### src/rtl/assert_macros.svh
// ----------------------------------------------------------------------------
// Assertion macros
// Concurrent assertion helpers shared by the RTL; empty for synthesis.
// ----------------------------------------------------------------------------
`ifndef ASSERT_MACROS_SVH
`define ASSERT_MACROS_SVH
`ifndef SYNTHESIS
// Property checked at every rising edge, off while reset is asserted.
`define KRLT_ASSERT(lbl, clk, rst_n, prop) \
  lbl: assert property (@(posedge clk) disable iff (!rst_n) prop) \
    else $error("assertion failed");
// Expression that must never be true.
`define KRLT_NEVER(lbl, clk, rst_n, expr) \
  `KRLT_ASSERT(lbl, clk, rst_n, !(expr))
`else
`define KRLT_ASSERT(lbl, clk, rst_n, prop)
`define KRLT_NEVER(lbl, clk, rst_n, expr)
`endif
`endif

### src/rtl/krlt_pkg.sv
// ----------------------------------------------------------------------------
// krlt_pkg
// Types, codes and constants of the keyed record list table.
// ----------------------------------------------------------------------------
package krlt_pkg;

  localparam int MAX_ENTRIES = 64;
  localparam int NAME_BYTES  = 20;
  localparam int IDX_W = (MAX_ENTRIES > 1) ? $clog2(MAX_ENTRIES) : 1;
  localparam int CNT_W = $clog2(MAX_ENTRIES + 1);

  typedef struct packed {
    logic [15:0] key;
    logic [15:0] score;
    logic [63:0] name_high;
    logic [63:0] name_middle;
    logic [31:0] name_low;
  } rec_t;

  typedef enum logic [2:0] {
    ACT_INSERT  = 3'd0,
    ACT_DELETE  = 3'd1,
    ACT_SEARCH  = 3'd2,
    ACT_SORT    = 3'd3,
    ACT_DISPLAY = 3'd4
  } action_e;

  typedef enum logic [1:0] {
    ST_OK        = 2'd0,
    ST_EMPTY     = 2'd1,
    ST_NOT_FOUND = 2'd2,
    ST_FULL      = 2'd3
  } status_e;

  typedef enum logic [2:0] {
    OP_HOLD     = 3'd0,
    OP_WRITE    = 3'd1,
    OP_ROTATE   = 3'd2,
    OP_COMPRESS = 3'd3,
    OP_SORT     = 3'd4
  } cell_op_e;

  // Broadcast from the sequencer to every cell.
  typedef struct packed {
    cell_op_e         op;
    logic [CNT_W-1:0] count;
    logic             phase;
    rec_t             wdata;
  } cell_ctrl_t;

  // Keeps name bytes first..first+nbytes-1; lowest byte sits in the top bits.
  function automatic logic [63:0] name_mask(input int first, input int nbytes);
    logic [63:0] m;
    m = '0;
    for (int i = 0; i < 8; i++) begin
      if (i < nbytes && first + i < NAME_BYTES) begin
        m = m | (64'hFF << ((nbytes - 1 - i) * 8));
      end
    end
    return m;
  endfunction

  localparam logic [63:0] NAME_MASK_HIGH   = name_mask(0, 8);
  localparam logic [63:0] NAME_MASK_MIDDLE = name_mask(8, 8);
  localparam logic [31:0] NAME_MASK_LOW    = 32'(name_mask(16, 4));

endpackage

### src/rtl/krlt_cell.sv
// ----------------------------------------------------------------------------
// krlt_cell
// One table slot: holds a record, trades it with its neighbors.
// ----------------------------------------------------------------------------
module krlt_cell (
  input  logic                     clk_i,
  input  krlt_pkg::cell_ctrl_t     ctrl_i,
  input  logic [krlt_pkg::IDX_W-1:0] idx_i,
  input  krlt_pkg::rec_t           left_i,
  input  krlt_pkg::rec_t           right_i,
  input  krlt_pkg::rec_t           head_i,
  output krlt_pkg::rec_t           rec_o
);

  krlt_pkg::rec_t rec_q, rec_d;
  logic [krlt_pkg::CNT_W-1:0] idx_ext;
  logic [krlt_pkg::CNT_W-1:0] idx_nxt;

  assign idx_ext = krlt_pkg::CNT_W'(idx_i);
  assign idx_nxt = idx_ext + krlt_pkg::CNT_W'(1);

  always_comb begin
    rec_d = rec_q;
    unique case (ctrl_i.op)
      krlt_pkg::OP_HOLD: begin
        rec_d = rec_q;
      end
      krlt_pkg::OP_WRITE: begin
        if (idx_ext == ctrl_i.count) rec_d = ctrl_i.wdata;
      end
      krlt_pkg::OP_ROTATE: begin
        // tail of the live ring wraps to the head
        if (idx_nxt == ctrl_i.count) rec_d = head_i;
        else if (idx_nxt < ctrl_i.count) rec_d = right_i;
      end
      krlt_pkg::OP_COMPRESS: begin
        if (idx_nxt < ctrl_i.count) rec_d = right_i;
      end
      krlt_pkg::OP_SORT: begin
        if (idx_i[0] == ctrl_i.phase) begin
          // lower cell of a pair
          if (idx_nxt < ctrl_i.count && rec_q.key > right_i.key) rec_d = right_i;
        end else begin
          if (idx_ext < ctrl_i.count && idx_i != '0 && left_i.key > rec_q.key) begin
            rec_d = left_i;
          end
        end
      end
      default: begin
        rec_d = rec_q;
      end
    endcase
  end

  always_ff @(posedge clk_i) begin
    rec_q <= rec_d;
  end

  assign rec_o = rec_q;

endmodule

### config.mk
export PLATFORM = sky130hd
export DESIGN_NAME = krlt_cell
export DESIGN_NICKNAME = d
export VERILOG_FILES = /design/src/rtl/assert_macros.svh /design/src/rtl/krlt_pkg.sv /design/src/rtl/krlt_cell.sv
export SDC_FILE = /design/constraint.sdc
export NUM_CORES = 1
export LEC_CHECK = 0
export BUFFER_PORTS_ARGS = -buffer_cell sky130_fd_sc_hd__buf_2
export CAP_MARGIN = 20
export CORE_AREA = 2 2 386 388
export DETAILED_ROUTE_END_ITERATION = 12
export DIE_AREA = 0 0 388 390
export GPL_TIMING_DRIVEN = 0
export PLACE_DENSITY_LB_ADDON = 0.05
export SYNTH_ARGS = -nofsm -noshare
export SYNTH_HDL_FRONTEND = slang
export SYNTH_SLANG_ARGS = --single-unit
### constraint.sdc
create_clock -name clk_i -period 11.1 [get_ports clk_i]
set_clock_uncertainty 0.05 [all_clocks]
set_input_delay 1.11 -clock clk_i [delete_from_list [all_inputs] [get_ports clk_i]]
set_output_delay 1.11 -clock clk_i [all_outputs]
set_load 0.02 [all_outputs]
-- Yosys cells after proc, flatten, opt, wreduce, memory -nomap -nowiden
Index checks and enable logic that the tools add are counted.
- reduce and logical (&&, ||, !) cells: 6
- magnitude comparators: 4
- equal/unequal tests: 10
- mux-type cells: 7
- shift-type cells: 0
- $mul: 0
- bitwise operators: 0
- divide/modulo/power cells: 0
- add/sub/neg operators: 1
- operators by type and width (cell ; count):
    2-to-1 mux 192 bit ; 6
    case mux 192 bit (4 select lines) ; 1
    > comparator 16 bit ; 2
    adder 6 x 1 -> 7 bit (second input constant) ; 1
    == test 6 x 7 -> 1 bit ; 1
    == test 7 bit ; 1
    < comparator 6 x 7 -> 1 bit ; 1
    < comparator 7 bit ; 1
    == test 3 x 2 -> 1 bit (second input constant) ; 2
    != test 3 bit (second input constant) ; 2
    nonzero test 6 bit ; 1
    AND reduction 4 bit ; 1
    nonzero test 4 bit ; 1
    == test 3 x 1 -> 1 bit (second input constant) ; 1
    == test 3 bit (second input constant) ; 1
    logical AND 1 bit ; 3
    != test 2 bit (second input constant) ; 1
    == test 1 bit ; 1
- register bits: 192
- logic and storage cells: 33
- RAM bits: 0
- input bits: 786
- output and inout bits: 192
- memory bits (read-only): 0
- bits in latches: 0
- memories: 0

-- Longest topological paths before layout
Gate-level depths: netlist (run 1).
- depth in word-level cells: 6
- depth in mapped cells: 12
- mapped depth without buffers: 10

-- Worst setup path before layout (run 1)
OpenSTA, ideal clock, no wires.
- path kind: input port to flip-flop
- start point: input port idx_i[0] (netlist name)
- end point: register rec_q, in the netlist rec_o[0], enable pin
- arrival time: 7.740 ns
- stages on the path: 10
- setup slack: 2.713 ns
- buffers on the path: 2
- cells stage by stage: inv_1 -> ha_1 -> ha_1 -> nor2b_1 -> o21ai_1 -> a21oi_1 -> a2111oi_4 -> buf_2 -> buf_4 -> a311o_1
- cells in the longest elaborated chain, start to end: 5
- ends and longest elaborated chain (item ; RTL line ; source):
    start, declared ; krlt_cell.sv:8 ; input logic [krlt_pkg::IDX_W-1:0] idx_i,
    adder 6 x 1 -> 7 bit, or another cell as far along ; krlt_cell.sv:20 ; assign idx_nxt = idx_ext + krlt_pkg::CNT_W'(1);
    < comparator 7 bit or logical AND 1 bit (tied branches) ; -- ;
    logical AND 1 bit (on tied branches) ; krlt_cell.sv:42, krlt_cell.sv:44 ;
    != test 3 bit (no source line) ; -- ;
    AND reduction 4 bit (no source line) * ; -- ;
    end signal, assigned ; krlt_cell.sv:56 ; rec_q <= rec_d;
    end, declared ; krlt_cell.sv:15 ; krlt_pkg::rec_t rec_q, rec_d;
Every way passes the cells marked *; elsewhere a longest branch is shown, timed or not.
A chain may end at the register's enable or synchronous reset.

-- Worst setup path in the final report (run 1)
- start point: input port idx_i[0] (netlist name)
- end point: register rec_q, in the netlist rec_o[23], enable pin
Same word-level chain as after synthesis.

==> results of run 1 <==
==> worst register-to-register path, delay by kind of cell (launching register included) <==
family	cells	cell delay, ps
buf+inv	4	1020
compound gates	3	940
simple gates	2	610
flops	1	550
fa+ha+maj	1	410
==> placed cells by master, fill, tap and decap left out, types with 2 or more instances in the layout <==
master / netlist / routed
a211o_1: 192 / 192
a211oi_1: 4 / 4
a21o_1: 3 / 3
a21oi_1: 210 / 210
and3_1: 2 / 2
buf_1: 11 / 11
buf_12: 0 / 8
buf_2: 53 / 1030
buf_4: 2 / 2
buf_6: 12 / 13
buf_8: 8 / 19
clkbuf_1: 82 / 81
clkbuf_16: 0 / 17
clkinv_4: 0 / 3
clkinvlp_4: 0 / 2
diode_2: 0 / 38
edfxtp_1: 192 / 192
ha_1: 47 / 47
inv_1: 44 / 44
inv_6: 0 / 3
inv_8: 0 / 3
mux2_1: 20 / 20
mux2_2: 157 / 157
mux2i_1: 15 / 15
nand2_1: 399 / 399
nand3_1: 6 / 6
nand4_1: 8 / 8
nor2_1: 10 / 10
nor2b_1: 2 / 2
nor4_1: 2 / 2
o21ai_0: 5 / 5
o21ba_1: 180 / 180
o21ba_2: 12 / 12
o22ai_1: 193 / 193
xnor2_1: 4 / 4
xor2_1: 2 / 2
==> synth_stat cells (all sizes together), types with 11 or more instances <==
master / n
ha: 47
buf: 86
a21oi: 210
mux2: 177
o21ba: 192
a211o: 192
nand2: 399
inv: 44
o22ai: 193
nor2: 11
mux2i: 15
clkbuf: 82
edfxtp: 192
==> power groups by stage <==
stage               clock network, mW  registers, mW  logic [mW]
finish                          0.738          0.922        1.06
global route                    0.798          0.930        1.16
global placement                    0          0.962        1.06
detailed placement                  0          0.939        1.08
floorplan                           0           1.01       0.504
CTS                             0.791          0.923        1.09
==> cell type report <==
cell class / count / area (sq um) / share of cell area, %
sequential: 192 / 5770 / 22.5
buffer: 168 / 886 / 3.46
clock inverter: 14 / 151 / 0.591
clock buffer: 17 / 425 / 1.66
inverter: 44 / 165 / 0.645
multi-input combinational: 1484 / 10500 / 40.9
timing repair buffer: 997 / 5230 / 20.4
antenna: 38 / 95.1 / 0.371
tap: 1930 / 2410 / 9.43
==> metrics by stage <==
stage	power (mW)	setup TNS (ps)
final	2.73	0
after floorplan	1.52	0
after global routing	2.89	0
after detailed placement	2.02	0
after CTS	2.80	0
after global placement	2.03	-796180
==> layer usage <==
layer,global-route usage [%],vias to the layer above
met1,19.9,9752
li1,-,9291
met3,6.23,303
met4,3.60,114
met5,0,-
met2,30.3,941
==> worst paths after layout <==
kind                              from             endpoint  slack, ps  cells past startpoint
hold reg to reg    rec_o[40]$_DFFE_PP_  rec_o[40]$_DFFE_PP_        620                      2
hold / removal     rec_o[40]$_DFFE_PP_  rec_o[40]$_DFFE_PP_        620                      2
setup reg to reg  rec_o[189]$_DFFE_PP_  rec_o[23]$_DFFE_PP_       7180                     10
setup / recovery              idx_i[0]  rec_o[23]$_DFFE_PP_       5680                     15
==> kinds of logic (layout without fill, tap and decap cells) <==
| family | after synthesis | in the layout |
|---|---|---|
| AO/OA/AOI/OAI | 806 | 806 |
| AND/OR/NAND/NOR | 433 | 433 |
| buffers and inverters | 212 | 1240 |
| multiplexers | 192 | 192 |
| flip-flops | 192 | 192 |
| adder cells (fa/ha/maj) | 47 | 47 |
| XOR/XNOR | 6 | 6 |
| other | 0 | 38 |
==> flow_metrics.py, run 1 <==
metrics = {
    "route": {
        "drc_errors": 0,
        "met1Wirelength_um": 53800,
        "met3_length_um": 11400,
        "drt-total-wl_um": 135000,
        "drt.antenna.violating_nets": 0,
        "drt-initial-drc-count": 1094,
        "vias": 20400,
        "firstDrtPassIters": 7,
        "dr_wl_met2_um": 66000,
        "top_layer": "met5",
        "vias_per_cell": 4.18,
        "avgRoutedWirePerCell_um": 27.7,
    },
    "die": {
        "row_count": 141,
        "coreArea_sq_um": 147000,
        "die_w_um": 388,
        "die-area_sq_um": 151000,
        "die_h_um": 390,
        "io_pins": 978,
        "start_util_pct": 11.8,
    },
    "setup_path": {
        "path_buf_inv": 8,
        "cp_max_fo": 25,
        "cpMaxStageDelayCell": "a311o_2",
        "crit_family": "buffers and inverters",
        "critical_path_class": "primary input to flip-flop",
        "crit_required_ps": 11320,
        "cpMostUsedCell": "buf_12",
        "critPathCaptureType": "flip-flop",
        "critPathMaxStageDelay_ps": 730,
        "crit_chain": "buf_2 -> inv_1 -> ha_1 -> ha_1 -> nor2b_1 -> o21ai_1 -> a21oi_1 -> a2111oi_4 -> buf_2 -> buf_4 -> a311o_2 -> buf_12 -> buf_12 -> buf_12 -> buf_12",
        "start_kind": "primary input",
        "worst_ep_arrival_time_ps": 5630,
    },
    "timing": {
        "worst_slack_ps": 5680,
        "worst_pin_slew_ps": 1150,
        "slew_viol_final": 0,
        "period_share_pct": 48.8,
        "setup_viol": 0,
        "holdWs_ps": 622,
        "maxSlewHeadroom_pct": 23.6,
        "layout_min_cycle_time_ps": 5420,
        "clock.fmax_ghz": 0.185,
        "final_hold_viol_count": 0,
        "rsz0062_at_grt": "false",
    },
    "hold_path": {
        "hp-class": "flip-flop to flip-flop",
    },
    "synthesis": {
        "synth_top_area_share_pct": 33.3,
        "ys_types": 40,
        "yosysWarnings": 0,
        "async_flop_share_pct": 0,
        "synth.largest_area_cell": "edfxtp_1",
        "synth_nets": 2721,
        "synth_compound_area_share_pct": 34.8,
        "ys_seq_area_share_pct": 33.3,
        "syn-cell-area_sq_um": 17300,
        "synth-xor-area-share_pct": 0.304,
        "synthMuxAreaShare_pct": 12.4,
        "synthTopCellsByArea": "edfxtp_1 33%, o21ba_1 10%, mux2_2 10%",
        "syn_area_per_cell_sq_um": 9.16,
        "synth_fa_ha_area_share_pct": 3.40,
        "synthFlopType": "edfxtp_1",
        "synth_top_family_by_area": "compound AO/OA/AOI/OAI gates",
        "syn_inst": 1888,
        "synth_edf_count": 192,
        "yosys.area_share.simple_pct": 9.76,
        "synth_seq_cells": 192,
    },
    "clocking": {
        "clockBufferDepth": 2,
        "clkLatencyLatePin_ps": 550,
        "post_cts_buffers": 0,
        "numCtsBuffers": 17,
        "root_buffer": "clkbuf_16",
        "cts_tree": "built",
        "cts.sinks": 192,
        "cts_resized": 0,
        "hold_buffers": 0,
        "path_clk_slew_ps": 100,
        "cts_max_level": 4,
    },
    "placement": {
        "place_inst": 4815,
        "gp_congestion": 0.857,
        "dp_hpwl_um": 111000,
        "placed_cell_area_sq_um": 24900,
        "numPortBuffers": 977,
        "place_ws_ps": 4760,
    },
    "final_layout": {
        "fin_util_pct": 17.4,
        "drive_above_1_share_pct": 43.8,
        "final_cells": 4884,
        "area_growth_pct": 48.1,
        "final_cell_area_sq_um": 25600,
        "nNetsFinal": 3737,
        "fillers": 16800,
        "largest_reg_flops": 192,
    },
    "power": {
        "switching_share_pct": 39.3,
        "power_switching_mw": 1.07,
        "power_frac_comb_pct": 39.1,
        "p_per_area_nw_per_um2": 106,
        "p_clk_share_pct": 27.1,
        "p_leak_nw": 11.8,
        "p_int_mw": 1.66,
        "vdd_drop_max_uv": 104,
        "p_seq_share_pct": 33.8,
    },
    "outcome": {
        "status": "finished clean",
    },
    "grt": {
        "grtUsageTotal_pct": 17.2,
        "antenna_found_initial": 171,
        "grt_max_degree": 27,
        "grt_pass1_wl_um": 182000,
        "grt_pass1_vias": 21400,
        "globalRouteOverflowTotal": 0,
    },
    "flow_run": {
        "drv_cap": 0,
    },
}
No activity file was read; power rests on OpenSTA's default activity.
==> run 2, diff against run 1 <==
==> constraint.sdc (replaced) <==
create_clock -name clk_i -period 5.3 [get_ports clk_i]
set_clock_uncertainty 0.05 [all_clocks]
set_input_delay 0.53 -clock clk_i [delete_from_list [all_inputs] [get_ports clk_i]]
set_output_delay 0.53 -clock clk_i [all_outputs]
set_load 0.02 [all_outputs]
==> run 2 against run 1 <==
  * Register-to-register slack worse by 5800 ps
  * Core utilization barely moved
  * Combinational power rose by 110%
  * Via count rose by 0.43%
  * Design area barely moved
  * Cell count barely moved
  * Flip-flop and latch count did not move
  * Critical path type unchanged
  * Largest cell class unchanged
  * Highest routed layer unchanged
==> flow_metrics.py, run 2 (same netlist as run 1, synthesis figures left out) <==
metrics = {
    "power": {
        "p_clk_share_pct": 27.1,
        "switching_share_pct": 38.6,
        "vdd_drop_max_uv": 247,
        "p_int_mw": 3.51,
        "p_leak_nw": 11.8,
        "power_switching_mw": 2.21,
        "p_seq_share_pct": 33.8,
        "power_frac_comb_pct": 39.0,
        "p_per_area_nw_per_um2": 223,
    },
    "setup_path": {
        "worst_ep_arrival_time_ps": 5000,
        "critical_path_class": "primary input to flip-flop",
        "critPathCaptureType": "flip-flop",
        "crit_chain": "buf_2 -> inv_1 -> ha_1 -> ha_1 -> nor2b_1 -> o21ai_1 -> a21oi_1 -> a2111oi_4 -> buf_2 -> buf_4 -> a311o_2 -> buf_12 -> buf_12 -> buf_12 -> buf_12",
        "crit_required_ps": 5510,
        "start_kind": "primary input",
        "cp_max_fo": 27,
        "critPathMaxStageDelay_ps": 620,
        "cpMostUsedCell": "buf_12",
        "cpMaxStageDelayCell": "buf_2",
    },
    "timing": {
        "layout_min_cycle_time_ps": 4790,
        "rsz0062_at_grt": "false",
        "final_hold_viol_count": 0,
        "worst_pin_slew_ps": 1250,
        "slew_viol_final": 0,
        "setup_viol": 0,
        "clock.fmax_ghz": 0.209,
        "holdWs_ps": 340,
        "maxSlewHeadroom_pct": 16.4,
        "fin_tns_setup_ps": 0,
        "period_share_pct": 90.5,
    },
    "grt": {
        "grt_max_degree": 29,
        "grtUsageTotal_pct": 17.1,
        "grt_pass1_vias": 21100,
        "globalRouteOverflowTotal": 0,
        "grt_pass1_wl_um": 180000,
        "antenna_found_initial": 157,
    },
    "route": {
        "drt-total-wl_um": 135000,
        "drc_errors": 0,
        "vias": 20500,
        "drt-initial-drc-count": 1033,
        "firstDrtPassIters": 5,
        "drt.antenna.violating_nets": 0,
        "avgRoutedWirePerCell_um": 27.6,
        "vias_per_cell": 4.20,
    },
    "clocking": {
        "clockBufferDepth": 2,
        "clkLatencyLatePin_ps": 550,
        "post_cts_buffers": 0,
        "path_clk_slew_ps": 100,
        "cts_resized": 0,
        "root_buffer": "clkbuf_16",
        "cts.sinks": 192,
        "cts_max_level": 4,
        "numCtsBuffers": 17,
        "hold_buffers": 0,
        "cts_tree": "built",
    },
    "die": {
        "coreArea_sq_um": 147000,
        "io_pins": 978,
        "row_count": 141,
        "start_util_pct": 11.8,
        "die-area_sq_um": 151000,
        "die_h_um": 390,
        "die_w_um": 388,
    },
    "placement": {
        "gp_congestion": 0.872,
        "place_inst": 4813,
        "numPortBuffers": 977,
        "dp_hpwl_um": 110000,
    },
    "hold_path": {
        "hp-class": "primary input to flip-flop",
    },
    "final_layout": {
        "final_common_cell": "buf_2",
        "final_cells": 4883,
        "drive_above_1_share_pct": 43.7,
        "layout_common_cells": "1030 x buf_2, 399 x nand2_1, 210 x a21oi_1, 193 x o22ai_1",
        "nNetsFinal": 3736,
        "largest_reg_flops": 192,
        "area_growth_pct": 48.2,
    },
    "flow_run": {
        "drv_cap": 0,
    },
    "outcome": {
        "status": "finished clean",
    },
}
run 2: cell count changes in the layout (fill, tap and decap cells not counted), sizes merged:
cell | before | now
bufinv | 1 | 2
diode | 38 | 37
a311o | 1 | 2
inv | 50 | 51
buf | 1083 | 1081
clkinvlp | 2 | 1
clkinv | 5 | 4
clkbuf | 99 | 100
run 2: cell type report:
class                      instances  area, sq um
fill                           16900       122000
buffer                           168          887
timing repair buffer             995         5230
inverter                          44          165
sequential                       192         5770
multi-input combinational       1485        10500
clock buffer                      18          429
antenna                           37         92.6
clock inverter                    14          150
tap                             1930         2410
run 2: routing by layer:
metal / global-route usage [%] / share of wire (%) / vias to the layer above
li1: - / - / 9274
met1: 19.5 / 40 / 9778
met2: 29.7 / 49 / 1012
met3: 6.14 / 8.3 / 312
met4: 5.04 / 2.8 / 112
met5: 0 / 0.52 / -
run 2: worst paths after layout:
kind | endpoint | start | cells after the start | slack, ps
hold reg to reg | rec_o[37]$_DFFE_PP_ | rec_o[37]$_DFFE_PP_ | 2 | 620
setup / recovery | rec_o[123]$_DFFE_PP_ | idx_i[0] | 15 | 510
hold / removal | rec_o[55]$_DFFE_PP_ | right_i[55] | 3 | 340
setup reg to reg | rec_o[123]$_DFFE_PP_ | rec_o[189]$_DFFE_PP_ | 11 | 1360
run 2: through the flow:
| step | worst slack (ps) | utilization, % | cell area [sq um] | power, mW |
|---|---|---|---|---|
| 4_1_cts | 35.3 | 17.4 | 25500 | 5.86 |
| 2_1_floorplan | 65.8 | - | 17300 | 3.17 |
| 3_5_place_dp | -619 | 17.0 | 25000 | 4.23 |
| 3_3_place_gp | -3970 | 16.7 | 24600 | 4.22 |
| 6_report | 506 | 17.4 | 25600 | 5.72 |
| 5_1_grt | 139 | 17.4 | 25600 | 6.06 |
run 2: power by group through the flow:
stage                     clock network [mW]  registers, mW  logic [mW]
final                                   1.55           1.93        2.23
after floorplan                            0           2.11        1.06
after global routing                    1.68           1.95        2.42
after global placement                     0           1.99        2.23
after CTS                               1.65           1.94        2.27
after detailed placement                   0           1.97        2.26
run 2: critical path, delay by kind of cell:
family	cells	cell delay, ps
AOI/OAI and AO/OA	4	1360
and+or+nand+nor	1	140
adders and majority gates	2	590
buffers and inverters	8	2250
